--- config.mk ---
export PLATFORM = sky130hd
export DESIGN_NAME = sorted_timer_task_queue_core
export DESIGN_NICKNAME = d
export VERILOG_FILES = /design/src/design/stq_pkg.sv /design/src/design/stq_cell.sv /design/src/design/sorted_timer_task_queue_core.sv
export SDC_FILE = /design/constraint.sdc
export NUM_CORES = 2
export LEC_CHECK = 0
export ABC_AREA = 1
export BUFFER_PORTS_ARGS = -buffer_cell sky130_fd_sc_hd__buf_2
export CAP_MARGIN = 5
export CORE_MARGIN = 1.5
export CORE_UTILIZATION = 40
export CTS_BUF_LIST = sky130_fd_sc_hd__clkbuf_8 sky130_fd_sc_hd__clkbuf_16
export DETAILED_ROUTE_END_ITERATION = 12
export MAX_ROUTING_LAYER = met4
export RECOVER_POWER = 25
export SYNTH_ARGS = -nofsm -noshare
export SYNTH_HDL_FRONTEND = slang
export SYNTH_HIERARCHICAL = 1
export SYNTH_SLANG_ARGS = --single-unit
--- constraint.sdc ---
create_clock -name clk -period 8.95 [get_ports clk]
set_input_delay 0 -clock clk [delete_from_list [all_inputs] [get_ports clk]]
set_output_delay 0 -clock clk [all_outputs]
set_load 0.02 [all_outputs]
--- src/design/stq_pkg.sv ---
// Shared types and constants for the sorted timer task queue.
`timescale 1ns / 1ps
`default_nettype none

package stq_pkg;

    localparam int QUEUE_DEPTH_DEF = 16;
    localparam int TASK_W          = 8;
    localparam int DELAY_W         = 16;
    localparam int ACTION_W        = 2;
    localparam int COUNT_OUT_W     = 5;

    localparam logic [ACTION_W-1:0] ACT_ADD      = 2'd0;
    localparam logic [ACTION_W-1:0] ACT_TICK     = 2'd1;
    localparam logic [ACTION_W-1:0] ACT_DISPATCH = 2'd2;

    typedef struct packed {
        logic               used;
        logic [TASK_W-1:0]  task_id;
        logic [DELAY_W-1:0] delay;
    } slot_t;

    typedef enum logic [1:0] {
        CELL_HOLD,
        CELL_REMOVE,
        CELL_INSERT,
        CELL_POP
    } cell_op_t;

    typedef struct packed {
        cell_op_t           op;
        logic [TASK_W-1:0]  task_id;
        logic [DELAY_W-1:0] delay;
    } cell_cmd_t;

endpackage

`default_nettype wire

--- src/design/stq_cell.sv ---
// One queue slot: holds a task and its delay, shifts to and from its neighbours.
`timescale 1ns / 1ps
`default_nettype none

module stq_cell (
    input  wire logic              clk,
    input  wire logic              rst_n,
    input  wire stq_pkg::cell_cmd_t cmd,
    input  wire stq_pkg::slot_t    left_slot,
    input  wire logic              left_le,
    input  wire stq_pkg::slot_t    right_slot,
    input  wire logic              hit_in,
    output stq_pkg::slot_t         slot,
    output logic                   le,
    output logic                   hit,
    output logic                   hit_out
);

    stq_pkg::slot_t slot_reg;
    stq_pkg::slot_t slot_next;

    assign slot    = slot_reg;
    assign hit     = slot_reg.used && (slot_reg.task_id == cmd.task_id);
    assign hit_out = hit_in || hit;
    assign le      = slot_reg.used && (slot_reg.delay <= cmd.delay);

    always_comb
    begin
        slot_next = slot_reg;
        unique case (cmd.op)
            stq_pkg::CELL_HOLD:
            begin
                slot_next = slot_reg;
            end
            stq_pkg::CELL_REMOVE:
            begin
                if (hit_out)
                begin
                    slot_next = right_slot;
                end
            end
            stq_pkg::CELL_INSERT:
            begin
                if (!le)
                begin
                    if (left_le)
                    begin
                        slot_next.used    = 1'b1;
                        slot_next.task_id = cmd.task_id;
                        slot_next.delay   = cmd.delay;
                    end
                    else
                    begin
                        slot_next = left_slot;
                    end
                end
            end
            stq_pkg::CELL_POP:
            begin
                slot_next.used    = right_slot.used;
                slot_next.task_id = right_slot.task_id;
                slot_next.delay   = (right_slot.delay > cmd.delay) ?
                                    (right_slot.delay - cmd.delay) : '0;
            end
            default:
            begin
                slot_next = slot_reg;
            end
        endcase
    end

    always_ff @(posedge clk or negedge rst_n)
    begin
        if (!rst_n)
        begin
            slot_reg <= '0;
        end
        else
        begin
            slot_reg <= slot_next;
        end
    end

endmodule

`default_nettype wire

--- src/design/sorted_timer_task_queue_core.sv ---
// Top level of the sorted timer task queue: control sequencer and row of slot cells.
`timescale 1ns / 1ps
`default_nettype none

// Timer queue of task ids kept in delay order in a row of QUEUE_DEPTH slot cells,
// head in cell 0. Each request carries one action (add, tick, dispatch) and gives
// exactly one response. An add runs through search and removal of a queued id in
// one pass over the row, then a sorted insert pass, then head reload with the
// response. A dispatch makes one shift pass with delay rebase, then a head reload;
// a tick or an unused action goes straight to the response step. One request is in
// flight at a time; the next is accepted once the response is registered. A response
// still waiting in the output register holds the request in its last step.
module sorted_timer_task_queue_core #(
    parameter int QUEUE_DEPTH = stq_pkg::QUEUE_DEPTH_DEF
) (
    input  wire logic        clk,
    input  wire logic        rst_n,
    input  wire logic        s_tvalid,
    output logic             s_tready,
    input  wire logic [31:0] s_tdata,   // action[1:0], task_id[9:2], delay[25:10], zero[31:26]
    output logic             m_tvalid,
    input  wire logic        m_tready,
    output logic [15:0]      m_tdata    // dispatched[0], dispatched_task[8:1],
                                        // add_dropped[9], ready_res[10], queue_count[15:11]
);

    localparam int CNT_W = $clog2(QUEUE_DEPTH + 1);
    localparam int TW    = stq_pkg::TASK_W;
    localparam int DW    = stq_pkg::DELAY_W;
    localparam int OCW   = stq_pkg::COUNT_OUT_W;

    typedef enum logic [2:0] {
        ST_IDLE,
        ST_SRCH,
        ST_INS,
        ST_DISP,
        ST_FIN
    } state_t;

    state_t                         state_reg,  state_next;
    logic [stq_pkg::ACTION_W-1:0]   act_reg,    act_next;
    logic [TW-1:0]                  id_reg,     id_next;
    logic [DW-1:0]                  dly_reg,    dly_next;
    logic [DW-1:0]                  nd_reg,     nd_next;
    logic                           found_reg,  found_next;
    logic                           drop_reg,   drop_next;
    logic                           pop_reg,    pop_next;
    logic [TW-1:0]                  pid_reg,    pid_next;
    logic [CNT_W-1:0]               count_reg,  count_next;
    logic [DW-1:0]                  head_reg,   head_next;
    logic [DW-1:0]                  base_reg,   base_next;
    logic                           ready_reg,  ready_next;
    logic                           ovalid_reg, ovalid_next;
    logic [15:0]                    odata_reg,  odata_next;

    stq_pkg::cell_cmd_t             cmd;
    stq_pkg::slot_t                 slots    [QUEUE_DEPTH];
    logic                           les      [QUEUE_DEPTH];
    logic                           hits     [QUEUE_DEPTH];
    logic                           hit_outs [QUEUE_DEPTH];

    logic                           any_hit;
    logic [DW-1:0]                  found_dly;
    logic [DW:0]                    sum;
    logic [DW-1:0]                  hr_dec;
    logic [CNT_W+OCW-1:0]           cnt_ext;
    logic [TW-1:0]                  in_id;
    logic [DW-1:0]                  in_dly;
    logic [stq_pkg::ACTION_W-1:0]   in_act;

    localparam stq_pkg::slot_t EMPTY_SLOT = '0;

    genvar g;
    generate
        for (g = 0; g < QUEUE_DEPTH; g++)
        begin : g_cell
            stq_cell u_cell (
                .clk        (clk),
                .rst_n      (rst_n),
                .cmd        (cmd),
                .left_slot  ((g == 0) ? EMPTY_SLOT : slots[(g == 0) ? 0 : g - 1]),
                .left_le    ((g == 0) ? 1'b1 : les[(g == 0) ? 0 : g - 1]),
                .right_slot ((g == QUEUE_DEPTH - 1) ? EMPTY_SLOT :
                             slots[(g == QUEUE_DEPTH - 1) ? g : g + 1]),
                .hit_in     ((g == 0) ? 1'b0 : hit_outs[(g == 0) ? 0 : g - 1]),
                .slot       (slots[g]),
                .le         (les[g]),
                .hit        (hits[g]),
                .hit_out    (hit_outs[g])
            );
        end
    endgenerate

    always_comb
    begin
        found_dly = '0;
        for (int i = 0; i < QUEUE_DEPTH; i++)
        begin
            if (hits[i])
            begin
                found_dly = found_dly | slots[i].delay;
            end
        end
    end

    assign any_hit  = hit_outs[QUEUE_DEPTH-1];
    assign sum      = {1'b0, found_dly} + {1'b0, dly_reg};
    assign hr_dec   = (!ready_reg && head_reg != '0) ? head_reg - 1'b1 : head_reg;
    assign cnt_ext  = {{OCW{1'b0}}, count_reg};
    assign in_act   = s_tdata[1:0];
    assign in_id    = s_tdata[9:2];
    assign in_dly   = (s_tdata[25:10] == '0) ? DW'(1) : s_tdata[25:10];

    assign s_tready = (state_reg == ST_IDLE);
    assign m_tvalid = ovalid_reg;
    assign m_tdata  = odata_reg;

    always_comb
    begin
        state_next  = state_reg;
        act_next    = act_reg;
        id_next     = id_reg;
        dly_next    = dly_reg;
        nd_next     = nd_reg;
        found_next  = found_reg;
        drop_next   = drop_reg;
        pop_next    = pop_reg;
        pid_next    = pid_reg;
        count_next  = count_reg;
        head_next   = head_reg;
        base_next   = base_reg;
        ready_next  = ready_reg;
        ovalid_next = ovalid_reg && !m_tready;
        odata_next  = odata_reg;
        cmd.op      = stq_pkg::CELL_HOLD;
        cmd.task_id = id_reg;
        cmd.delay   = nd_reg;

        unique case (state_reg)
            ST_IDLE:
            begin
                if (s_tvalid)
                begin
                    act_next   = in_act;
                    id_next    = in_id;
                    dly_next   = in_dly;
                    found_next = 1'b0;
                    drop_next  = 1'b0;
                    pop_next   = 1'b0;
                    pid_next   = '0;
                    case (in_act)
                        stq_pkg::ACT_ADD:      state_next = ST_SRCH;
                        stq_pkg::ACT_DISPATCH: state_next = ST_DISP;
                        default:               state_next = ST_FIN;
                    endcase
                end
            end
            ST_SRCH:
            begin
                // find the id and close its gap in the same pass
                cmd.op     = stq_pkg::CELL_REMOVE;
                found_next = any_hit;
                nd_next    = !any_hit ? dly_reg : (sum[DW] ? '1 : sum[DW-1:0]);
                drop_next  = !any_hit && (count_reg == CNT_W'(QUEUE_DEPTH));
                state_next = ST_INS;
            end
            ST_INS:
            begin
                if (!drop_reg)
                begin
                    cmd.op = stq_pkg::CELL_INSERT;
                    if (!found_reg)
                    begin
                        count_next = count_reg + 1'b1;
                    end
                end
                state_next = ST_FIN;
            end
            ST_DISP:
            begin
                if (ready_reg && count_reg != '0)
                begin
                    cmd.op     = stq_pkg::CELL_POP;
                    cmd.delay  = base_reg;
                    pop_next   = 1'b1;
                    pid_next   = slots[0].task_id;
                    count_next = count_reg - 1'b1;
                    ready_next = 1'b0;
                end
                state_next = ST_FIN;
            end
            ST_FIN:
            begin
                if (!ovalid_reg || m_tready)
                begin
                    case (act_reg)
                        stq_pkg::ACT_ADD:
                        begin
                            if (!drop_reg && slots[0].used && slots[0].task_id == id_reg)
                            begin
                                head_next = slots[0].delay;
                                base_next = slots[0].delay;
                            end
                        end
                        stq_pkg::ACT_TICK:
                        begin
                            head_next = hr_dec;
                            if (hr_dec == '0)
                            begin
                                ready_next = 1'b1;
                            end
                        end
                        stq_pkg::ACT_DISPATCH:
                        begin
                            if (pop_reg && count_reg != '0)
                            begin
                                head_next = slots[0].delay;
                                base_next = slots[0].delay;
                            end
                        end
                        default:
                        begin
                            head_next = head_reg;
                        end
                    endcase
                    ovalid_next = 1'b1;
                    odata_next  = {cnt_ext[OCW-1:0], ready_next, drop_reg,
                                   (pop_reg ? pid_reg : {TW{1'b0}}), pop_reg};
                    state_next  = ST_IDLE;
                end
            end
            default:
            begin
                state_next = ST_IDLE;
            end
        endcase
    end

    always_ff @(posedge clk or negedge rst_n)
    begin
        if (!rst_n)
        begin
            state_reg  <= ST_IDLE;
            act_reg    <= '0;
            id_reg     <= '0;
            dly_reg    <= '0;
            nd_reg     <= '0;
            found_reg  <= 1'b0;
            drop_reg   <= 1'b0;
            pop_reg    <= 1'b0;
            pid_reg    <= '0;
            count_reg  <= '0;
            head_reg   <= '0;
            base_reg   <= '0;
            ready_reg  <= 1'b0;
            ovalid_reg <= 1'b0;
            odata_reg  <= '0;
        end
        else
        begin
            state_reg  <= state_next;
            act_reg    <= act_next;
            id_reg     <= id_next;
            dly_reg    <= dly_next;
            nd_reg     <= nd_next;
            found_reg  <= found_next;
            drop_reg   <= drop_next;
            pop_reg    <= pop_next;
            pid_reg    <= pid_next;
            count_reg  <= count_next;
            head_reg   <= head_next;
            base_reg   <= base_next;
            ready_reg  <= ready_next;
            ovalid_reg <= ovalid_next;
            odata_reg  <= odata_next;
        end
    end

endmodule

`default_nettype wire
==> flow_summary.yaml <==
floorplan:
  rows: 143
  io_pins: 54
  die_h_um: 394
  core_area_um2: 152000
  start_util_pct: 40.2
  dieArea_um2: 155000
  die_w_um: 394
worst_setup_path:
  crit_chain: "nor2_1 -> nand2_1 -> clkinv_1 -> nand3_2 -> a21oi_4 -> buf_4 -> inv_1 -> ha_1 -> nand2_1 -> nor3_1 -> nand3_1 -> nand2_1 -> nand2_1 -> inv_1 -> inv_1 -> nor2_1 -> o21ai_0 -> o21bai_1 -> nand2_1 -> nand2_1"
  critPathTopFamily: "buffers and inverters"
  timing.rr.start: "state_reg[2]"
  worstSetupPathType: "register to register"
  r2r-end: "g_cell[12].u_cell/slot[12]"
  cp-end-kind: "register"
  cp.required_ns: 9.53
  reg2reg_depth: 20
  critPathLaunch: "state_reg[2]"
  critical-path-max-stage-delay_ns: 0.97
  r2r_slack_ns: 2.53
  cp_slowest_cell: "a21oi_4"
  crit_path_end: "g_cell[12].u_cell/slot[12]"
  worstPathArrival_ns: 7.00
  path_depth: 20
  start_kind: "register"
  cp_max_fo: 38
  cp_common_cell: "nand2_1"
  critPathBufInv: 5
layout:
  layout.cells.non_filler: 12300
  nFillCells: 16200
  drive_gt1_share_pct: 6.69
  largest_reg_flops: 400
  area_delta_synth_final_pct: 8.87
  nets: 10800
cts:
  clock_latency_ns: 0.71
  root_buffer: "clkbuf_16"
  cts_max_level: 3
  cts.sinks: 511
  ctsLongestPathBuffers: 3
  cts_tree: "built"
  clkTransAtPathRegs_ns: 0.06
  numCtsBuffers: 72
  post_cts_buffers: 0
timing:
  period_minus_slack_ns: 6.42
  fmax_mhz: 156
  min_period_over_period_pct: 71.7
  final-hold-violation-count: 0
  slew_headroom_pct: -213
  rsz0062_at_grt: "no"
  setup_viol: 0
  skew_ns: 0.0319
  tns_ns: 0
  timing_worst_slew_pin_value_ns: 4.70
  drv_slew: 137
pwr:
  leakage_nw: 36.1
  powerDensity_nw_per_um2: 415
  vdd_drop_max_v: 0.000162
global_routing:
  use_met2_pct: 52.1
  grt_use_met1_pct: 45.6
  grt_pass1_vias: 63500
  grt_max_degree: 148
  grt_usage_pct: 35.6
  overflow: 0
  top_usage_layer: "met2"
  grtUsageMet3_pct: 8.06
  antenna_found_initial: 19
  grt_pass1_wl_um: 408000
routing:
  drc_errors: 0
  num_vias: 69400
  viasPerCell: 5.65
  drt_first_pass_iters: 7
  drt_iter0_markers: 8287
  wl_um: 277000
  wl_per_cell_um: 22.6
  postRouteAntennaNets: 0
placed_design:
  hpwl_um: 208000
  gp_congestion: 1.06
  io_buffers: 47
  dp.cells: 12100
yosys:
  syn_area_um2: 61100
  synth_area_per_cell_um2: 6.04
  yosys_warnings: 6
  synth_cells: 10100
status:
  outcome: "finished with violations"
  violations: "capacitance limit, slew limit"
job:
  drv_cap: 2
worst_hold_path:
  hp-class: "input pin to register"
[placed cells by master (no fill, tap or decap), types with 23 or more instances in the layout]
cell,n
dlygate4sd3_1,31
o21ai_1,45
clkbuf_16,74
o21ai_2,51
nand2_4,29
ha_1,533
and2_1,28
buf_2,29
nand3b_1,68
nor2_1,624
nand2_1,3496
nand3_2,23
nor3_1,53
nand3_1,797
inv_1,1411
inv_2,35
nor2_2,49
a221oi_1,56
a21oi_1,620
nand2_2,96
conb_1,70
nand4_1,181
o22ai_1,23
o21ai_0,698
xnor2_1,63
dfrtp_1,503
buf_4,111
xor2_1,54
[through the flow]
step                total power (W)  hold WS, ns  utilization, %  cell area, µm²  setup slack [ns]
floorplan                    0.0177       -0.296               -           61400              4.22
global route                 0.0298       0.0549            43.8           66600              2.14
finish                       0.0276       0.0540            43.8           66600              2.53
CTS                          0.0270      0.00267            43.8           66600              2.67
global placement             0.0235       0.0409            41.9           63700              2.73
detailed placement           0.0237       0.0570            41.9           63700              2.72
[layer usage]
metal / vias to the layer above / wire (µm)
met5: - / 0
met4: 0 / 16100
met3: 735 / 28500
met2: 3345 / 117000
met1: 32500 / 115000
li1: 32800 / -
[repair_timing]
action | 4_1_cts | 5_1_grt
hold buffers | 32 | 0
setup endpoints to repair | 0 | 0
gates resized for setup | 0 | 0
hold endpoints to repair | 121 | 0
[final cells by class]
cell class / count / area [µm²] / share of cell area [%]
multi-input cells: 7932 / 41700 / 62.6
flip-flops and latches: 511 / 12800 / 19.2
inverters: 1457 / 5550 / 8.33
well taps: 2030 / 2540 / 3.82
clock buffers: 84 / 1990 / 2.99
repair buffers: 193 / 1400 / 2.11
clock inverters: 46 / 581 / 0.872
diodes: 18 / 45.0 / 0.0677
[how the worst min path moves through the flow]
stage | cells past startpoint | slack (ns) | to | from
finish | 3 | 0.05 | m_tvalid | m_tready
global route | 3 | 0.05 | m_tvalid | m_tready
CTS | 3 | 0.003 | m_tvalid | m_tready
detailed placement | 1 | 0.06 | head_reg[10] | rst_n
global placement | 1 | 0.04 | head_reg[10] | rst_n
floorplan | 0 | -0.30 | act_reg[0] | rst_n
[power breakdown]
| part | switching (W) | leakage (nW) | internal [W] |
|---|---|---|---|
| registers | 0.00223 | 6.89 | 0.00309 |
| clock network | 0.00130 | 1.29 | 0.00192 |
| logic | 0.0132 | 27.9 | 0.00592 |
[tightest hold or removal path, delay by kind of cell]
family	cells	cell delay, ns
buffers and inverters	2	0.64
AO/OA/AOI/OAI	1	0.07
(Power assumes the default switching activity.)
